==> config.mk <==
export PLATFORM = sky130hd
export DESIGN_NAME = euclidean_distance_3d_top
export DESIGN_NICKNAME = d
export VERILOG_FILES = /design/src/sv/euc3d_pkg.sv /design/src/sv/euclidean_distance_3d_top.sv
export SDC_FILE = /design/constraint.sdc
export NUM_CORES = 2
export LEC_CHECK = 0
export ABC_AREA = 0
export BUFFER_PORTS_ARGS = -buffer_cell sky130_fd_sc_hd__buf_2
export CAP_MARGIN = 20
export CORE_ASPECT_RATIO = 2
export CORE_MARGIN = 8
export CORE_UTILIZATION = 50
export CTS_BUF_LIST = sky130_fd_sc_hd__clkbuf_2
export DETAILED_ROUTE_END_ITERATION = 8
export PLACE_DENSITY_LB_ADDON = 0.08
export SETUP_SLACK_MARGIN = 0.02
export SLEW_MARGIN = 25
export SYNTH_ARGS = -nofsm -noshare
export SYNTH_HDL_FRONTEND = slang
export SYNTH_SLANG_ARGS = --single-unit
export TNS_END_PERCENT = 5
==> constraint.sdc <==
create_clock -name clk -period 52.5 [get_ports clk]
set_input_delay 7.875 -clock clk [delete_from_list [all_inputs] [get_ports clk]]
set_output_delay 7.875 -clock clk [all_outputs]
set_load 0.01 [all_outputs]
==> src/sv/euc3d_pkg.sv <==
// ---------------------------------------------------------------------------
// euc3d_pkg
// Widths, constants and the root step for the 3-D distance pipeline.
// ---------------------------------------------------------------------------
package euc3d_pkg;

	localparam int unsigned COORD_W    = 16;
	localparam int unsigned NUM_COORDS = 6;
	localparam int unsigned IN_DATA_W  = COORD_W * NUM_COORDS;
	localparam int unsigned MAG_W      = 16;
	localparam int unsigned SQ_W       = 32;
	localparam int unsigned SUM_W      = 34;
	localparam int unsigned REM_W      = 32;
	localparam int unsigned SPAN_W     = 15;
	localparam int unsigned OUT_DATA_W = 16;
	localparam int unsigned ROOT_STEPS = 16;

	localparam logic [REM_W-1:0]  ROOT_FIRST_MASK = 32'h4000_0000;
	localparam logic [REM_W-1:0]  SUM_MAX         = 32'hFFFF_FFFF;
	localparam logic [SPAN_W-1:0] SPAN_MAX        = 15'h7FFF;

	typedef logic signed [COORD_W-1:0] coord_t;
	typedef logic [MAG_W-1:0]          mag_t;
	typedef logic [SQ_W-1:0]           sq_t;

	typedef struct packed {
		logic [REM_W-1:0] rem;
		logic [REM_W-1:0] root;
	} root_st_t;

	// |a - b| of two signed coordinates; fits 16 bits unsigned
	function automatic mag_t abs_diff(input coord_t a, input coord_t b);
		logic signed [COORD_W:0] d;
		logic [COORD_W:0]        m;
		d = {a[COORD_W-1], a} - {b[COORD_W-1], b};
		m = d[COORD_W] ? (~d + 1'b1) : d;
		return m[MAG_W-1:0];
	endfunction

	// one remainder-method step with a fixed mask
	function automatic root_st_t root_step(input root_st_t cur, input logic [REM_W-1:0] mask);
		logic [REM_W:0] trial;
		logic [REM_W:0] nroot;
		root_st_t       nxt;
		trial = {1'b0, cur.root} + {1'b0, mask};
		nxt.rem = cur.rem;
		nroot = {1'b0, cur.root};
		if (trial <= {1'b0, cur.rem}) begin
			nxt.rem = cur.rem - trial[REM_W-1:0];
			nroot = trial + {1'b0, mask};
		end
		nxt.root = nroot[REM_W:1];
		return nxt;
	endfunction

endpackage

==> src/sv/euclidean_distance_3d_top.sv <==
// ---------------------------------------------------------------------------
// euclidean_distance_3d_top
// Rounded integer distance between two 3-D points, fully pipelined.
// ---------------------------------------------------------------------------
// Usage:
//  - Input stream (s_axis_*): one beat carries two points, six signed 16-bit
//    coordinates. Output stream (m_axis_*): one beat per input beat, in order,
//    with the rounded distance saturated at 32767 and a clip flag.
//  - Stages: differences, squares, saturated sum, 16 root steps (one bit of
//    the root each), round and clip. 20 register stages in all.
//  - Throughput: one beat per cycle unless m_axis_tready holds the pipe.
//    The whole pipe advances on one enable, high while the output register
//    is empty or being drained.
//  - Stall: with m_axis_tready low and a result held, the pipe freezes and
//    s_axis_tready drops; nothing is dropped or repeated.
//  - Reset: arst_n clears all valid bits; data registers are not reset. The
//    block holds no other state and needs no setup.
// ---------------------------------------------------------------------------
module euclidean_distance_3d_top (
	input  logic        clk,
	input  logic        arst_n,
	input  logic        s_axis_tvalid,
	output logic        s_axis_tready,
	// first_x, first_y, first_z, second_x, second_y, second_z (16 bits each)
	input  logic [95:0] s_axis_tdata,
	output logic        m_axis_tvalid,
	input  logic        m_axis_tready,
	// span [14:0], zero pad [15]
	output logic [15:0] m_axis_tdata,
	// clipped [0]
	output logic [0:0]  m_axis_tuser
);

	localparam int unsigned CW    = euc3d_pkg::COORD_W;
	localparam int unsigned STEPS = euc3d_pkg::ROOT_STEPS;

	logic pipe_en;

	// stage 1: coordinate differences
	logic                vld_s1;
	euc3d_pkg::mag_t     dx_s1, dy_s1, dz_s1;
	// stage 2: squares
	logic                vld_s2;
	euc3d_pkg::sq_t      sqx_s2, sqy_s2, sqz_s2;
	// stages 3..19: saturated sum, then one root step per stage
	logic                          vld_s  [STEPS+1];
	euc3d_pkg::root_st_t           rt_s   [STEPS+1];
	// stage 20: output register
	logic                          vld_s20;
	logic [euc3d_pkg::SPAN_W-1:0]  span_s20;
	logic                          clip_s20;

	logic [euc3d_pkg::SUM_W-1:0]   sum_full;
	logic [euc3d_pkg::REM_W-1:0]   sum_sat;
	logic [16:0]                   root_fin;
	logic [16:0]                   root_rnd;
	logic                          clip_fin;

	assign pipe_en       = !vld_s20 || m_axis_tready;
	assign s_axis_tready = pipe_en;

	always_ff @(posedge clk or negedge arst_n) begin
		if (!arst_n) begin
			vld_s1  <= 1'b0;
			vld_s2  <= 1'b0;
			vld_s20 <= 1'b0;
		end else if (pipe_en) begin
			vld_s1  <= s_axis_tvalid;
			vld_s2  <= vld_s1;
			vld_s20 <= vld_s[STEPS];
		end
	end

	always_ff @(posedge clk) begin
		if (pipe_en) begin
			dx_s1 <= euc3d_pkg::abs_diff(s_axis_tdata[0*CW +: CW], s_axis_tdata[3*CW +: CW]);
			dy_s1 <= euc3d_pkg::abs_diff(s_axis_tdata[1*CW +: CW], s_axis_tdata[4*CW +: CW]);
			dz_s1 <= euc3d_pkg::abs_diff(s_axis_tdata[2*CW +: CW], s_axis_tdata[5*CW +: CW]);
			sqx_s2 <= euc3d_pkg::sq_t'(dx_s1) * euc3d_pkg::sq_t'(dx_s1);
			sqy_s2 <= euc3d_pkg::sq_t'(dy_s1) * euc3d_pkg::sq_t'(dy_s1);
			sqz_s2 <= euc3d_pkg::sq_t'(dz_s1) * euc3d_pkg::sq_t'(dz_s1);
		end
	end

	assign sum_full = {2'b00, sqx_s2} + {2'b00, sqy_s2} + {2'b00, sqz_s2};
	assign sum_sat  = (sum_full[euc3d_pkg::SUM_W-1 -: 2] != 2'b00) ? euc3d_pkg::SUM_MAX
	                                                               : sum_full[31:0];

	// root chain head: saturated sum with an empty root
	always_ff @(posedge clk or negedge arst_n) begin
		if (!arst_n) begin
			vld_s[0] <= 1'b0;
		end else if (pipe_en) begin
			vld_s[0] <= vld_s2;
		end
	end

	always_ff @(posedge clk) begin
		if (pipe_en) begin
			rt_s[0].rem  <= sum_sat;
			rt_s[0].root <= '0;
		end
	end

	for (genvar k = 0; k < STEPS; k++) begin : g_root
		localparam logic [euc3d_pkg::REM_W-1:0] MASK = euc3d_pkg::ROOT_FIRST_MASK >> (2 * k);

		always_ff @(posedge clk or negedge arst_n) begin
			if (!arst_n) begin
				vld_s[k+1] <= 1'b0;
			end else if (pipe_en) begin
				vld_s[k+1] <= vld_s[k];
			end
		end

		always_ff @(posedge clk) begin
			if (pipe_en) begin
				rt_s[k+1] <= euc3d_pkg::root_step(rt_s[k], MASK);
			end
		end
	end

	// root is at most 65535 here; round up when remainder exceeds it
	assign root_fin = rt_s[STEPS].root[16:0];
	assign root_rnd = root_fin + 17'(rt_s[STEPS].rem > rt_s[STEPS].root);
	assign clip_fin = (root_rnd > {2'b00, euc3d_pkg::SPAN_MAX});

	always_ff @(posedge clk) begin
		if (pipe_en) begin
			span_s20 <= clip_fin ? euc3d_pkg::SPAN_MAX : root_rnd[euc3d_pkg::SPAN_W-1:0];
			clip_s20 <= clip_fin;
		end
	end

	assign m_axis_tvalid   = vld_s20;
	assign m_axis_tdata    = {1'b0, span_s20};
	assign m_axis_tuser[0] = clip_s20;

	// a clipped result always carries the saturation value
	a_clip_span: assert property (@(posedge clk) disable iff (!arst_n)
		m_axis_tvalid && m_axis_tuser[0] |-> m_axis_tdata[14:0] == euc3d_pkg::SPAN_MAX)
		else $error("clipped beat without saturated span");

	// a frozen pipe keeps its occupancy
	a_freeze: assert property (@(posedge clk) disable iff (!arst_n)
		!pipe_en |=> $stable(vld_s1) && $stable(vld_s2) && $stable(vld_s[0])
			&& $stable(vld_s[STEPS]) && $stable(vld_s20))
		else $error("pipeline occupancy changed during stall");

	// the root stage feeding the output never exceeds 16 bits
	a_root_range: assert property (@(posedge clk) disable iff (!arst_n)
		vld_s[STEPS] |-> rt_s[STEPS].root[31:16] == 16'h0000)
		else $error("root out of range");

endmodule
Word-level counts from Yosys, hierarchy flattened
Memories as Yosys holds them, arrays and structs flattened.
Index checks and enable logic that the tools add are counted.
Word-level totals
  register bits: 180
  RAM bits: 1088
  bits of input ports: 100
  output and inout bits: 19
  word-level logic and storage cells: 183
  memories: 1
Memory list
  rt_s: depth 17, bits a word 64, read ports 17, clocked after memory_dff 0, wr ports 17, line euclidean_distance_3d_top.sv:47  | euc3d_pkg::root_st_t rt_s [STEPS+1];
Cells by class
  add/subtract/negate cells: 57
  multipliers: 3
  order comparisons: 18
  mux-type cells: 70
  bitwise operators: 3
  reduce and logical (&&, ||, !) cells: 3
Operator list (count)
  32-bit two-way mux: 33
  33-bit two-way mux: 32
  33-bit by 32-bit <= comparator with 1-bit output: 16
  32-bit subtractor: 16
  16-bit by 16-bit multiplier with 32-bit output: 3
  16-bit by 16-bit subtractor with 17-bit output: 3
  16-bit by 1-bit adder with 16-bit output, second input constant: 3
  16-bit two-way mux: 3
  16-bit NOT: 3
  33-bit by 32-bit adder with 34-bit output: 1
  32-bit by 1-bit adder with 33-bit output, second input constant: 1
  32-bit by 11-bit adder with 33-bit output, second input constant: 1
  32-bit by 13-bit adder with 33-bit output, second input constant: 1
  32-bit by 15-bit adder with 33-bit output, second input constant: 1
  32-bit by 17-bit adder with 33-bit output, second input constant: 1
  32-bit by 19-bit adder with 33-bit output, second input constant: 1
  32-bit by 21-bit adder with 33-bit output, second input constant: 1
  32-bit by 23-bit adder with 33-bit output, second input constant: 1
  32-bit by 25-bit adder with 33-bit output, second input constant: 1
  32-bit by 27-bit adder with 33-bit output, second input constant: 1
  32-bit by 29-bit adder with 33-bit output, second input constant: 1
  32-bit by 3-bit adder with 33-bit output, second input constant: 1
  32-bit by 31-bit adder with 33-bit output, second input constant: 1
  32-bit by 32-bit adder with 33-bit output: 1
  26 further kinds: 27

Logic depth before layout (Yosys ltp)
An unclocked memory read counts as a cell.
  depth in word-level cells: 5
  depth in mapped cells: 25
  gate-level depth less buffers: 24

Worst setup path before layout
Ideal clock, no wire load.
  path kind: input -> output
  start point: input m_axis_tready
  end point: output s_axis_tready
  arrival: 24268 ps
  data required time: 44625 ps
  setup slack: 20357 ps
  stages: 3
  path buffers: 1
  cells stage by stage: nor2b_1 -> clkbuf_1 -> inv_1
On the way
  cells in the longest elaborated chain, start to end: 1
RTL lines
  from (decl): line euclidean_distance_3d_top.sv:27  | input logic m_axis_tready,
  1-bit logical OR: line euclidean_distance_3d_top.sv:59  | assign pipe_en = !vld_s20 || m_axis_tready;
  to (decl): line euclidean_distance_3d_top.sv:23  | output logic s_axis_tready,
Every way passes these cells.

Final worst setup path
Same ends and word-level chain as after synthesis.

==> summary.txt <==
Global route
  – Global Route met2 Usage: 48.7%
  – GRT Util Overall: ~22%
  – Gr ovfl total: 0
  – Largest net degree at the start of global routing: between 150 and 200
  – Global-route wire length before repair: between 200 and 300 mm
  – Initial antenna violation count: 6
  – Global route hottest layer: met2
  – Vias in the first global route: roughly 50000
  – Met1 Track Usage GR: about 16%
  – GR Util met3: between 3 and 4%

Clock tree
  – CTS Sinks: ~860
  – CTS tree: yes
  – Worst-path clk slew: 0.11 ns
  – # hold bufs at CTS: 0
  – PostCTS Resize Cnt: 0
  – Clock insertion delay at the later pin of the skew report: 1.56 ns
  – H-tree levels: 4
  – Setup Buffers After CTS: 0
  – Num CTS Buffers: roughly 190
  – CTS max path bufs: 3
  – Clk root buf: clkbuf_2

Drt
  – DRT antenna net count: 0
  – DR pass1 iterations: 6
  – DR iter-0 viols: roughly 1800
  – # DRC: 0
  – Via count: roughly 46000
  – Routed length per instance: 19.6 um
  – WL final: ~170 mm
  – Vias/cell: between 5 and 6

STA
  – F_max: roughly 0.060 GHz
  – Final Max Slew Viols: 0
  – Slew headroom: about a quarter
  – Hold Violations, Final: 0
  – Layout Skew: 0.114 ns
  – Fin Hold WS: approximately 0.4 ns
  – RSZ-0062 raised after global routing: false
  – Final Setup Violations: 0
  – Final period utilization: a little under a third
  – Setup TNS: 0 ns
  – Slew @ Worst Pin: between 1 and 1.5 ns
  – Min Tclk post-route: roughly 17 ns

Floorplan
  – Die Span X: between 200 and 300 um
  – Placeable Area: ~0.14 mm2
  – Die H: ~540 um
  – IO Pins: around 120
  – Row cnt: between 150 and 200
  – Starting density of the core: 50.3%
  – Die area: ~0.15 mm2

Logic synthesis
  – Syn Area/Cell: around 11 um2
  – Syn Std Cell Area: 0.0680 mm2
  – Synthesis Warnings: 0
  – Commonest cells post-synth: inv_1 (1193), edfxtp_1 (837), ha_1 (670)
  – Yosys top cell by area: edfxtp_1
  – Post-synth EDFFs: roughly 840
  – Async S/R FF share, synth: under 10%
  – Ys flop type: edfxtp_1
  – Synth Register Bits: 857
  – Synth top area share: a little under two fifths
  – Cell count after synthesis: approximately 6400
  – Netlist cell types: just under 100
  – Cell with the most instances after synthesis: inv_1
  – Synthesized Nets: approximately 7700
  – Sequential fraction of the synthesis area: 37.7%
  – Area contributors post-synth: edfxtp_1 (37%), fa_1 (16%), ha_1 (12%)

Flow run
  – Max_cap viols: 0

Place
  – IO buf count: approximately 120
  – Placed cell count: about 8200
  – Dpl cell area: 0.0706 mm2
  – Final HPWL DP: 136 mm
  – GPL Wtd Cong: 0.916

Layout
  – Synthesis-to-finish area growth: 6.47%
  – Design Area, Final: between 0.07 and 0.08 mm2
  – Share of cells above drive strength 1: between 7 and 8%
  – Post-layout nets: between 7000 and 8000
  – Non-filler instance count after layout: approximately 8500

Worst setup path
  – Worst endpoint required time: ~45 ns
  – Max FO, Critical Path: 45
  – Worst setup SP type: primary input
  – CP endpoint kind: output port
  – CP Data Arrival Time: roughly 9 ns
  – Crit path kind: primary input to output port

Hold path
  – Hold crit path type: flip-flop to flip-flop

Status
  – Status: finished, final reports clean
[routing by layer]
layer | wire [um] | vias up
met3 | 4120 | 532
met2 | 102000 | 855
met5 | 34 | -
met4 | 14700 | 4
li1 | - | 22100
met1 | 46100 | 22500
[logic make-up after synthesis]
| kind of cell | synth area share [%] |
|---|---|
| AOI/OAI and AO/OA | 9.46 |
| xor gates and xnor gates | 5.35 |
| adders and majority gates | 27.9 |
| buffers and inverters | 7.32 |
| DFF | 37.7 |
| muxes | 0.774 |
| other | 0.00551 |
| and+or+nand+nor | 11.5 |
[worst max-delay path, cell delays in order]
cell	delay, ns
buf_2	0.11
nor2b_2	0.10
buf_4	0.31
inv_8	0.23
buf_2	0.22
[final timing paths]
kind	start	end	slack, ns	depth (start not counted)
max	m_axis_tready	s_axis_tready	35.72	5
min	rt_s[0][244]	rt_s[0][308]	0.40	0
max reg2reg	dy_s1[9]	sqy_s2[31]	44.91	20
min reg2reg	rt_s[0][244]	rt_s[0][308]	0.40	0
max in group asynchronous	arst_n	vld_s[11]	45.84	1
min in group asynchronous	arst_n	vld_s[6]	6.30	1
[sequential cells by signal (all words and copies together), names as in the netlist]
signal,flops
dx_s1,16
dy_s1,16
dz_s1,16
m_axis_tuser,1
m_axis_tvalid,1
rt_s,680
span_s20,15
sqx_s2,31
sqy_s2,31
sqz_s2,31
vld_s,17
vld_s1,1
vld_s2,1
[through the flow]
step | util [%] | worst slack (ns)
2_1_floorplan | - | 20.36
3_5_place_dp | 52.2 | 35.70
4_1_cts | 53.5 | 35.70
6_report | 53.5 | 35.72
5_1_grt | 53.5 | 35.65
3_3_place_gp | 52.2 | 35.71
[cells in the final DEF (no fill, tap or decap), drive strengths merged, types with 35 or more instances in the layout]
master and count:
a211oi 35, a21o 141, a21oi 245, and2 155, and3 42, buf 149, clkbuf 263, clkinv 72
edfxtp 837, fa 529, ha 670, inv 1197, nand2 488, nand2b 67, nand3 88, nand4 45
nor2 281, nor2b 54, nor3 111, nor4 96, o21a 63, o21ai 240, o21bai 35, o31ai 37
or3 42, xnor2 259, xor2 156
[area by class of cell]
| cell class | count | area (um2) |
|---|---|---|
| fillers | 12200 | 62800 |
| repair buffers | 149 | 838 |
| diodes | 6 | 15.0 |
| clock buffers | 263 | 1320 |
| clock inverters | 83 | 518 |
| inverters | 1193 | 4490 |
| well taps | 1737 | 2170 |
| flip-flops and latches | 857 | 25600 |
| multi-input cells | 4218 | 37400 |
Power is not shown: default switching activity piles up to over one toggle a cycle in this logic, so the estimate is an artifact.
